$ cat src/sv/sps_pkg.sv
// shared widths, state codes and result type for the prime sieve statistics block
package sps_pkg;

    localparam int MAP_SIZE_DEF = 1024;
    localparam int LIMIT_W      = 10;
    localparam int COUNT_W      = 10;
    localparam int SUM_W        = 18;
    // walking index reaches limit + p, one bit above the limit
    localparam int IDX_W        = LIMIT_W + 1;
    // base prime stays at or below 32 since 32 * 32 exceeds the largest limit
    localparam int P_W          = 6;
    localparam int PSQ_W        = 2 * P_W;

    typedef enum logic [6:0] {
        ST_IDLE  = 7'b0000001,
        ST_CLEAR = 7'b0000010,
        ST_PCHK  = 7'b0000100,
        ST_PWAIT = 7'b0001000,
        ST_MARK  = 7'b0010000,
        ST_SCAN  = 7'b0100000,
        ST_DONE  = 7'b1000000
    } sps_state_t;

    typedef struct packed {
        logic [COUNT_W-1:0] prime_count;
        logic [SUM_W-1:0]   prime_sum;
        logic               even_prime_count;
        logic [COUNT_W-1:0] odd_prime_count;
    } sps_result_t;

endpackage

$ cat src/sv/sps_bitmap.sv
// composite bitmap memory, one bit per number, registered read
module sps_bitmap import sps_pkg::*; #(
    parameter int MAP_SIZE = MAP_SIZE_DEF,
    localparam int AW = $clog2(MAP_SIZE)
) (
    input  logic          aclk,
    input  logic          en,
    input  logic          we,
    input  logic [AW-1:0] addr,
    input  logic          wdata,
    output logic          rdata
);

    logic mem [MAP_SIZE];
    logic rdata_reg;

    always_ff @(posedge aclk) begin
        if (en) begin
            if (we) begin
                mem[addr] <= wdata;
            end else begin
                rdata_reg <= mem[addr];
            end
        end
    end

    assign rdata = rdata_reg;

endmodule

$ cat src/sv/sps_engine.sv
// sieve sequencer: clear, mark multiples and scan the bitmap memory
module sps_engine import sps_pkg::*; #(
    parameter int MAP_SIZE = MAP_SIZE_DEF
) (
    input  logic               aclk,
    input  logic               aresetn,
    input  logic               start,
    input  logic [LIMIT_W-1:0] limit_in,
    output logic               ready,
    output logic               done,
    input  logic               take,
    output sps_result_t        result
);

    localparam int AW = $clog2(MAP_SIZE);
    localparam logic [LIMIT_W-1:0] LIMIT_MAX =
        (MAP_SIZE - 1 > (1 << LIMIT_W) - 1) ? {LIMIT_W{1'b1}} : LIMIT_W'(MAP_SIZE - 1);

    sps_state_t         state_reg, state_next;
    logic [LIMIT_W-1:0] limit_reg, limit_next;
    logic [IDX_W-1:0]   idx_reg, idx_next;
    logic [IDX_W-1:0]   ridx_reg, ridx_next;
    logic               rvld_reg, rvld_next;
    logic [IDX_W-1:0]   m_reg, m_next;
    logic [P_W-1:0]     p_reg, p_next;
    sps_result_t        acc_reg, acc_next;

    logic [PSQ_W-1:0]   psq;
    logic [IDX_W-1:0]   limit_ext;
    logic               mem_en, mem_we, mem_wdata, mem_rdata;
    logic [AW-1:0]      mem_addr;

    assign psq       = {{P_W{1'b0}}, p_reg} * {{P_W{1'b0}}, p_reg};
    assign limit_ext = {1'b0, limit_reg};

    sps_bitmap #(.MAP_SIZE(MAP_SIZE)) u_bitmap (
        .aclk  (aclk),
        .en    (mem_en),
        .we    (mem_we),
        .addr  (mem_addr),
        .wdata (mem_wdata),
        .rdata (mem_rdata)
    );

    always_comb begin
        state_next = state_reg;
        limit_next = limit_reg;
        idx_next   = idx_reg;
        ridx_next  = ridx_reg;
        rvld_next  = rvld_reg;
        m_next     = m_reg;
        p_next     = p_reg;
        acc_next   = acc_reg;
        mem_en     = 1'b0;
        mem_we     = 1'b0;
        mem_wdata  = 1'b0;
        mem_addr   = AW'(idx_reg);
        case (state_reg)
            ST_IDLE: begin
                if (start) begin
                    limit_next = (limit_in > LIMIT_MAX) ? LIMIT_MAX : limit_in;
                    idx_next   = IDX_W'(2);
                    acc_next   = '0;
                    state_next = ST_CLEAR;
                end
            end
            ST_CLEAR: begin
                if (idx_reg > limit_ext) begin
                    p_next     = P_W'(2);
                    state_next = ST_PCHK;
                end else begin
                    mem_en   = 1'b1;
                    mem_we   = 1'b1;
                    idx_next = idx_reg + IDX_W'(1);
                end
            end
            ST_PCHK: begin
                if (psq > {{(PSQ_W - LIMIT_W){1'b0}}, limit_reg}) begin
                    idx_next   = IDX_W'(2);
                    rvld_next  = 1'b0;
                    state_next = ST_SCAN;
                end else begin
                    mem_en     = 1'b1;
                    mem_addr   = AW'(p_reg);
                    state_next = ST_PWAIT;
                end
            end
            ST_PWAIT: begin
                if (mem_rdata) begin
                    p_next     = p_reg + P_W'(1);
                    state_next = ST_PCHK;
                end else begin
                    m_next     = IDX_W'(psq);
                    state_next = ST_MARK;
                end
            end
            ST_MARK: begin
                if (m_reg > limit_ext) begin
                    p_next     = p_reg + P_W'(1);
                    state_next = ST_PCHK;
                end else begin
                    mem_en    = 1'b1;
                    mem_we    = 1'b1;
                    mem_wdata = 1'b1;
                    mem_addr  = AW'(m_reg);
                    m_next    = m_reg + {{(IDX_W - P_W){1'b0}}, p_reg};
                end
            end
            ST_SCAN: begin
                // bit for ridx arrives in the cycle after its read
                if (rvld_reg && !mem_rdata) begin
                    acc_next.prime_count = acc_reg.prime_count + COUNT_W'(1);
                    acc_next.prime_sum   = acc_reg.prime_sum + SUM_W'(ridx_reg);
                    if (ridx_reg[0]) begin
                        acc_next.odd_prime_count = acc_reg.odd_prime_count + COUNT_W'(1);
                    end else begin
                        acc_next.even_prime_count = acc_reg.even_prime_count + 1'b1;
                    end
                end
                if (idx_reg <= limit_ext) begin
                    mem_en    = 1'b1;
                    ridx_next = idx_reg;
                    rvld_next = 1'b1;
                    idx_next  = idx_reg + IDX_W'(1);
                end else begin
                    rvld_next = 1'b0;
                    if (!rvld_reg) begin
                        state_next = ST_DONE;
                    end
                end
            end
            ST_DONE: begin
                if (take) begin
                    state_next = ST_IDLE;
                end
            end
            default: begin
                state_next = ST_IDLE;
            end
        endcase
    end

    always_ff @(posedge aclk) begin
        if (!aresetn) begin
            state_reg <= ST_IDLE;
            rvld_reg  <= 1'b0;
        end else begin
            state_reg <= state_next;
            rvld_reg  <= rvld_next;
        end
        limit_reg <= limit_next;
        idx_reg   <= idx_next;
        ridx_reg  <= ridx_next;
        m_reg     <= m_next;
        p_reg     <= p_next;
        acc_reg   <= acc_next;
    end

    assign ready  = (state_reg == ST_IDLE);
    assign done   = (state_reg == ST_DONE);
    assign result = acc_reg;

endmodule

$ cat src/sv/prime_sieve_statistics_top.sv
// top level of the prime sieve statistics block with output register
//
// usage
//   input channel s_: one request carries upper_limit; the block sieves
//   2..upper_limit (saturated at MAP_SIZE - 1) in a one-bit composite bitmap
//   output channel m_: one result per request with prime count, prime sum,
//   even prime count and odd prime count; a limit below two gives all zeros
// throughput
//   one request at a time; the time from acceptance to m_valid is set by the
//   single port of the bitmap memory: one clearing write per number, one write
//   per marked multiple, a read and a wait per base candidate and one read per
//   number in the final scan
// stall behavior
//   the finished result moves into the output register, so a new request is
//   taken while the previous result still waits for m_ready; if the output
//   register is still full when the next result is done, the sequencer holds
//   it until the register frees up
// reset
//   aresetn is synchronous and active low; it empties the output register and
//   returns the sequencer to idle; the bitmap needs no reset since each
//   request clears 2..limit before marking
module prime_sieve_statistics_top import sps_pkg::*; #(
    parameter int MAP_SIZE = MAP_SIZE_DEF
) (
    input  logic               aclk,
    input  logic               aresetn,
    input  logic               s_valid,
    output logic               s_ready,
    input  logic [LIMIT_W-1:0] s_upper_limit,
    output logic               m_valid,
    input  logic               m_ready,
    output logic [COUNT_W-1:0] m_prime_count,
    output logic [SUM_W-1:0]   m_prime_sum,
    output logic               m_even_prime_count,
    output logic [COUNT_W-1:0] m_odd_prime_count
);

    logic        eng_ready;
    logic        eng_done;
    logic        take;
    sps_result_t eng_result;

    logic        m_valid_reg, m_valid_next;
    sps_result_t res_reg, res_next;

    // sequencer: clear, mark and scan through the bitmap memory
    sps_engine #(.MAP_SIZE(MAP_SIZE)) u_engine (
        .aclk     (aclk),
        .aresetn  (aresetn),
        .start    (s_valid),
        .limit_in (s_upper_limit),
        .ready    (eng_ready),
        .done     (eng_done),
        .take     (take),
        .result   (eng_result)
    );

    assign s_ready = eng_ready;

    // output register frees up when empty or being drained this cycle
    assign take = !m_valid_reg || m_ready;

    always_comb begin
        m_valid_next = m_valid_reg;
        res_next     = res_reg;
        if (take) begin
            m_valid_next = eng_done;
            if (eng_done) begin
                res_next = eng_result;
            end
        end
    end

    always_ff @(posedge aclk) begin
        if (!aresetn) begin
            m_valid_reg <= 1'b0;
        end else begin
            m_valid_reg <= m_valid_next;
        end
        res_reg <= res_next;
    end

    assign m_valid            = m_valid_reg;
    assign m_prime_count      = res_reg.prime_count;
    assign m_prime_sum        = res_reg.prime_sum;
    assign m_even_prime_count = res_reg.even_prime_count;
    assign m_odd_prime_count  = res_reg.odd_prime_count;

    // total count splits exactly into even and odd primes
    a_count_split: assert property (@(posedge aclk) disable iff (!aresetn)
        m_valid |-> m_prime_count == m_odd_prime_count + COUNT_W'(m_even_prime_count))
        else $error("prime count differs from even plus odd count");

    // any odd prime means the limit reached 3, so 2 was counted as well
    a_two_first: assert property (@(posedge aclk) disable iff (!aresetn)
        m_valid && m_odd_prime_count != '0 |-> m_even_prime_count)
        else $error("odd primes reported without the even prime");

    // an accepted request keeps the sequencer busy for at least the next cycle
    a_busy_after_accept: assert property (@(posedge aclk) disable iff (!aresetn)
        s_valid && s_ready |=> !s_ready)
        else $error("request taken while sequencer still busy");

    // a sum of zero goes only with a count of zero
    a_sum_zero: assert property (@(posedge aclk) disable iff (!aresetn)
        m_valid && m_prime_sum == '0 |-> m_prime_count == '0)
        else $error("primes counted with zero sum");

endmodule
$ cat config.mk
export PLATFORM = sky130hd
export DESIGN_NAME = prime_sieve_statistics_top
export DESIGN_NICKNAME = d
export VERILOG_FILES = /design/src/sv/sps_pkg.sv /design/src/sv/sps_bitmap.sv /design/src/sv/sps_engine.sv /design/src/sv/prime_sieve_statistics_top.sv
export SDC_FILE = /design/constraint.sdc
export NUM_CORES = 2
export LEC_CHECK = 0
export BUFFER_PORTS_ARGS = -buffer_cell sky130_fd_sc_hd__buf_2
export CORE_AREA = 2 2 471 473
export CTS_CLUSTER_DIAMETER = 50
export DETAILED_ROUTE_END_ITERATION = 6
export DIE_AREA = 0 0 473 475
export PLACE_DENSITY_LB_ADDON = 0.15
export SLEW_MARGIN = 20
export SYNTH_ARGS = -nofsm -noshare
export SYNTH_HDL_FRONTEND = slang
export SYNTH_SLANG_ARGS = --single-unit
$ cat constraint.sdc
create_clock -name aclk -period 40 [get_ports aclk]
set_input_delay 4 -clock aclk [delete_from_list [all_inputs] [get_ports aclk]]
set_output_delay 4 -clock aclk [all_outputs]
set_load 0.02 [all_outputs]
After elaboration in Yosys (flattened, before gate mapping)
Memories as Yosys holds them, arrays and structs flattened. A register that Yosys moved wholly into a read port is not among the register bits.
Index checks and enable logic that the tools add are counted.
- flip-flop bits (word level): 136
- bits in writable memories: 1024
- input bits: 14
- output and inout port bits: 41
- word-level logic and storage cells: 115
- memories kept: 1
- $add $sub $neg: 7
- multipliers: 1
- $lt $le $gt $ge: 5
- equal/unequal tests: 22
- muxes and demuxes: 41
- bitwise logic cells: 1
- reductions and logical operators: 21
- memories (memory ; words ; width ; read ports ; clocked after memory_dff ; wr ports ; line ; text):
    u_engine.u_bitmap.mem ; 1024 ; 1 ; 1 ; 1 ; 1 ; sps_bitmap.sv:14 ; logic mem [MAP_SIZE];
- operators with widths (kind ; number):
    $mux W39 ; 2
    $pmux W39 S2 ; 1
    $mux W11 ; 6
    $pmux W7 S7 ; 1
    $pmux W11 S4 ; 1
    $mux W7 ; 6
    $mux W10 ; 3
    $mux W6 ; 4
    $gt A11 B10 Y1 ; 2
    $pmux W11 S2 ; 1
    $add A10 B1 Y10 const B ; 2
    $pmux W10 S2 ; 1
    $add A18 B11 Y18 ; 1
    $pmux W6 S3 ; 1
    $ne A2 B2 Y1 const B ; 8
    $ne A2 B1 Y1 const B ; 7
    $gt A12 B10 Y1 ; 1
    $mul A6 B6 Y12 ; 1
    $reduce_and A4 Y1 ; 3
    $add A11 B1 Y11 const B ; 1
    $add A11 B6 Y11 ; 1
    $le A11 B10 Y1 ; 1
    $gt A10 B10 Y1 const B ; 1
    $mux W1 ; 10
    23 further kinds ; 32

Depth between registers and ports, before layout
- depth after elaboration: 6
- depth in mapped cells: 33
- mapped depth without buffers: 28

Hierarchy
Synthesis repeated with hierarchy kept, for this count alone.
- cell total of the unflattened synthesis: 3918
- area, all modules: 52222.6 um^2
- by module, submodules not included (module ; instances ; cells an instance ; area each (um^2) ; sequential area each (um^2)):
    sps_bitmap ; 1 ; 3216 ; 44341.3 ; 30779.5
    sps_engine ; 1 ; 658 ; 6652.6 ; 2802.7
    prime_sieve_statistics_top ; 1 ; 44 ; 1228.7 ; 1191.1

Least setup slack after synthesis
Ideal clock, no wire load.
- kind: register to register
- start point: register u_engine.m_reg[6]
- end point: memory u_engine.u_bitmap.mem[0] (data pin)
- library setup time: 4996 ps
- arrival time: 25202 ps
- required time: 35004 ps
- setup slack: 9802 ps
- cell stages (with the launch flop): 7
- buffers on the path: 0
- period minus slack after synthesis: 30198 ps
- cell sequence: edfxtp_1 ha_1 and4_1 a21boi_0 o31ai_1 a21oi_1 nor2_1
- cells in the longest elaborated chain, start to end: 3
- ends and longest elaborated chain (what ; line ; text):
    from (decl) ; sps_engine.sv:24 ; logic [IDX_W-1:0] m_reg, m_next;
    from (signal assigned) ; sps_engine.sv:154 ; m_reg <= m_next;
    $gt A11 B10 Y1 ; sps_engine.sv:98 ; if (m_reg > limit_ext) begin
    $mux W1 ; sps_engine.sv:98 ;
    $mux W1 ; sps_engine.sv:58 ; case (state_reg)
    net u_engine.mem_wdata ; sps_engine.sv:30 ; logic mem_en, mem_we, mem_wdata, mem_rdata;
    to (decl) ; sps_bitmap.sv:14 ;
The timed path passes the listed nets, and every way through them passes these cells.

Worst setup path in the final report
- start point: register u_engine.p_reg[3]
- end point: register u_engine.u_bitmap.rdata_reg, in the netlist u_engine.u_bitmap.rdata (read register of u_engine.u_bitmap.mem) (data pin)
- cells in the longest elaborated chain, start to end: 5
- elaborated cells between the ends (all ways): 7
- classes of those cells: mul: 1; order compare: 1; mux: 4; reduce/logical: 1
- ends and longest elaborated chain (what ; line ; text):
    from (decl) ; sps_engine.sv:25 ; logic [P_W-1:0] p_reg, p_next;
    from (signal assigned) ; sps_engine.sv:155 ; p_reg <= p_next;
    $mul A6 B6 Y12 ; sps_engine.sv:33 ; assign psq = {{P_W{1'b0}}, p_reg} * {{P_W{1'b0}}, p_reg};
    $gt A12 B10 Y1 ; sps_engine.sv:78 ; if (psq > {{(PSQ_W - LIMIT_W){1'b0}}, limit_reg}) begin
    $mux W1 ; sps_engine.sv:78 ;
    $pmux W1 S4 ; sps_engine.sv:58 ;
    $reduce_and A2 Y1 (no source line) ; n/a ;
    to (decl) ; sps_bitmap.sv:15 ; logic rdata_reg;
Parallel ways exist; a longest one is shown, timed or not.
A chain may end at the register's enable or synchronous reset.

==> run metrics <==
Finished Core Util=28.1%; Syn-to-layout area delta=17.7%; crit path DAT=12.18 ns; post-synthesis sequential area ratio=66.4%; CTS resizes=0; final hold vios=0; Worst Hold Class=register to register; DRT Pass-1 Iters=5; violated checks=max-slew violations; Startpoint Class=register; commonest non-fill, non-tap cell in the layout=edfxtp_1; total wire length=189 mm; Rows=172; critical path endpoint category=register; DR WL/cell=25.9 um; H-tree depth=4; final setup vio count=0; Crit path largest cell delay=0.88 ns; Layout Nets=roughly 4400; commonest cells after routing, fill and taps aside=edfxtp_1 (1152), nor2_1 (1110), mux2i_1 (434), nand2_1 (283), o22ai_1 (205); IO Pins=55; root buffer cell=clkbuf_16; post-CTS setup buffer count=0; Core Area=219000 sq um; overall routing resource usage=16.6%; routed wl met2=a little under 90 mm; Clock transition at path regs=0.05 ns; # hold bufs at CTS=0; status=finished with violations; Post-synth ARST share=0%; cell area power density=55.8 nW/um^2; metal3 WL=10.1 mm; Max Freq=0.0858 GHz; drt drc=0; Final Cycle Share=29.1%; share of layout cells above drive strength 1=11.4%; FILL cells=22600; DIE HEIGHT=475 um; Leak Pwr=approximately 19 nW; clock buffer depth=3; port bufs=54; max reg flops=1024; Syn Std Cell Area=52400 sq um; slowest cell on the critical path=a311oi_1; M1 WL=85.7 mm; Rel. slew slack=-0.954%; CTS tree=yes; fin. max-slew vios=36; Warnings, synthesis=0; Synth Register Bits=1161; CTS Sinks=1161; worst reg2reg setup slack=28.34 ns; Die X=approximately 470 um; Initial Util=a little under a quarter; Avg Inst Size Synth=about 12 sq um; Clock Skew=just under 0.05 ns; via count=34700; Final ANT Viol Nets=0; Post-synth EDFFs=approximately 1200; synth unique cells=81; Post-Syn Instances=4283; Synth area leaders=edfxtp_1 (66%), mux2i_1 (8.3%), nor2_1 (8.0%); post-synthesis net count=4372; area leader, netlist=edfxtp_1; Setup Crit Path Kind=register to register; vias per cell=approximately 4.8; GPL Wtd Cong=0.757; overflow left after global routing=0; Crit Path Max Fanout=54; Least-Margin Pin Slew=1.51 ns; number of global-route vias before repair=34500; first-pass GRT wire length=265 mm; initial antenna violation count=9; drt initial violations=3513; RSZ-0062 raised after global routing=false; Top reg by flops=u_engine.u_bitmap.mem; post-synth top area share=66.0%; TNS Setup=0 ns; Num CTS Buffers=166; max-cap viol count=0; fin crit period=11.66 ns; pin count of the biggest net entering global routing=~250; Skew-Pair Late Insertion Delay=0.81 ns; top layer in use=met4; DP Wirelength=98.4 mm; VDD IR-drop max=~0.04 mV; Critical Path RT=approximately 41 ns; die area=about 220000 sq um; Post-synth top flop=edfxtp_1
[report_power, final]
part	total [mW]	switching [mW]	internal, mW
Clock	1.50	0.583	0.913
Combinational	0.588	0.406	0.181
Sequential	1.36	0.0166	1.34
[logic make-up after synthesis]
kind of cell	after synthesis	share of synthesized area [%]
AO/OA/AOI/OAI	462	5.71
XOR/XNOR	56	0.936
adder cells (fa/ha/maj)	75	1.92
buffers and inverters	395	3.34
flip-flops	1161	66.4
multiplexers	434	8.29
AND/OR/NAND/NOR	1700	13.4
[worst max-delay path, delay by kind of cell, from the launching register on]
kind / cells / cell delay [ns]
AO/OA/AOI/OAI: 11 / 4.28
buffers and inverters: 5 / 1.95
adder cells (fa/ha/maj): 5 / 1.91
AND/OR/NAND/NOR: 5 / 1.88
flip-flops: 1 / 0.61
XOR/XNOR: 2 / 0.30
multiplexers: 1 / 0.29
[layer usage]
| metal | global-route usage (%) | vias up |
|---|---|---|
| met1 | 22.6 | 18000 |
| met5 | 0 | - |
| met4 | 4.99 | 0 |
| met3 | 2.79 | 241 |
| met2 | 26.8 | 957 |
| li1 | - | 15500 |
[synthesized netlist by cell type (5+ instances only)]
master / instances
edfxtp_1: 1152
nor2_1: 1118
mux2i_1: 434
nand2_1: 306
clkbuf_1: 224
o22ai_1: 205
a21oi_1: 90
buf_2: 88
nand3_1: 76
ha_1: 66
nor4_1: 55
inv_1: 47
nor3_1: 40
o21ai_0: 35
xor2_1: 29
xnor2_1: 27
buf_4: 22
nand4_1: 19
and2_1: 17
nor2b_1: 17
and3_1: 15
a21o_1: 13
a31oi_1: 13
o21a_1: 13
a22oi_1: 10
buf_6: 10
dfxtp_1: 9
fa_1: 9
a211oi_1: 7
a21boi_0: 7
a311oi_1: 7
o32ai_1: 7
a32oi_1: 6
nand2b_1: 5
nand4_2: 5
o31ai_1: 5
[final timing paths]
path	start	endpoint	cells past startpoint
max	u_engine.p_reg[3]	u_engine.u_bitmap.rdata	29
min	u_engine.result[28]	m_prime_sum[17]	0
max reg2reg	u_engine.p_reg[3]	u_engine.u_bitmap.rdata	29
min reg2reg	u_engine.result[28]	m_prime_sum[17]	0
[stage by stage]
step	hold WS [ns]	setup WS [ns]	cell area, sq um	total power, mW	cells
2_1_floorplan	0.427	9.80	52400	1.75	4283
3_3_place_gp	0.442	28.22	56000	1.97	6976
3_5_place_dp	0.448	28.13	56000	1.97	6976
4_1_cts	0.435	28.13	61600	3.48	7280
5_1_grt	0.451	27.79	61600	3.56	7283
6_report	0.444	28.34	61600	3.44	7288
[cell type report]
| type | count | area (sq um) | share of cell area, % |
|---|---|---|---|
| clock inverters | 103 | 1210 | 1.97 |
| flip-flops and latches | 1161 | 34800 | 56.4 |
| multi-input cells | 2727 | 16300 | 26.4 |
| repair buffers | 171 | 1210 | 1.97 |
| well taps | 2871 | 3590 | 5.83 |
| inverters | 47 | 176 | 0.286 |
| clock buffers | 201 | 4370 | 7.09 |
| diodes | 7 | 17.5 | 0.0284 |
(Power assumes the default switching activity.)
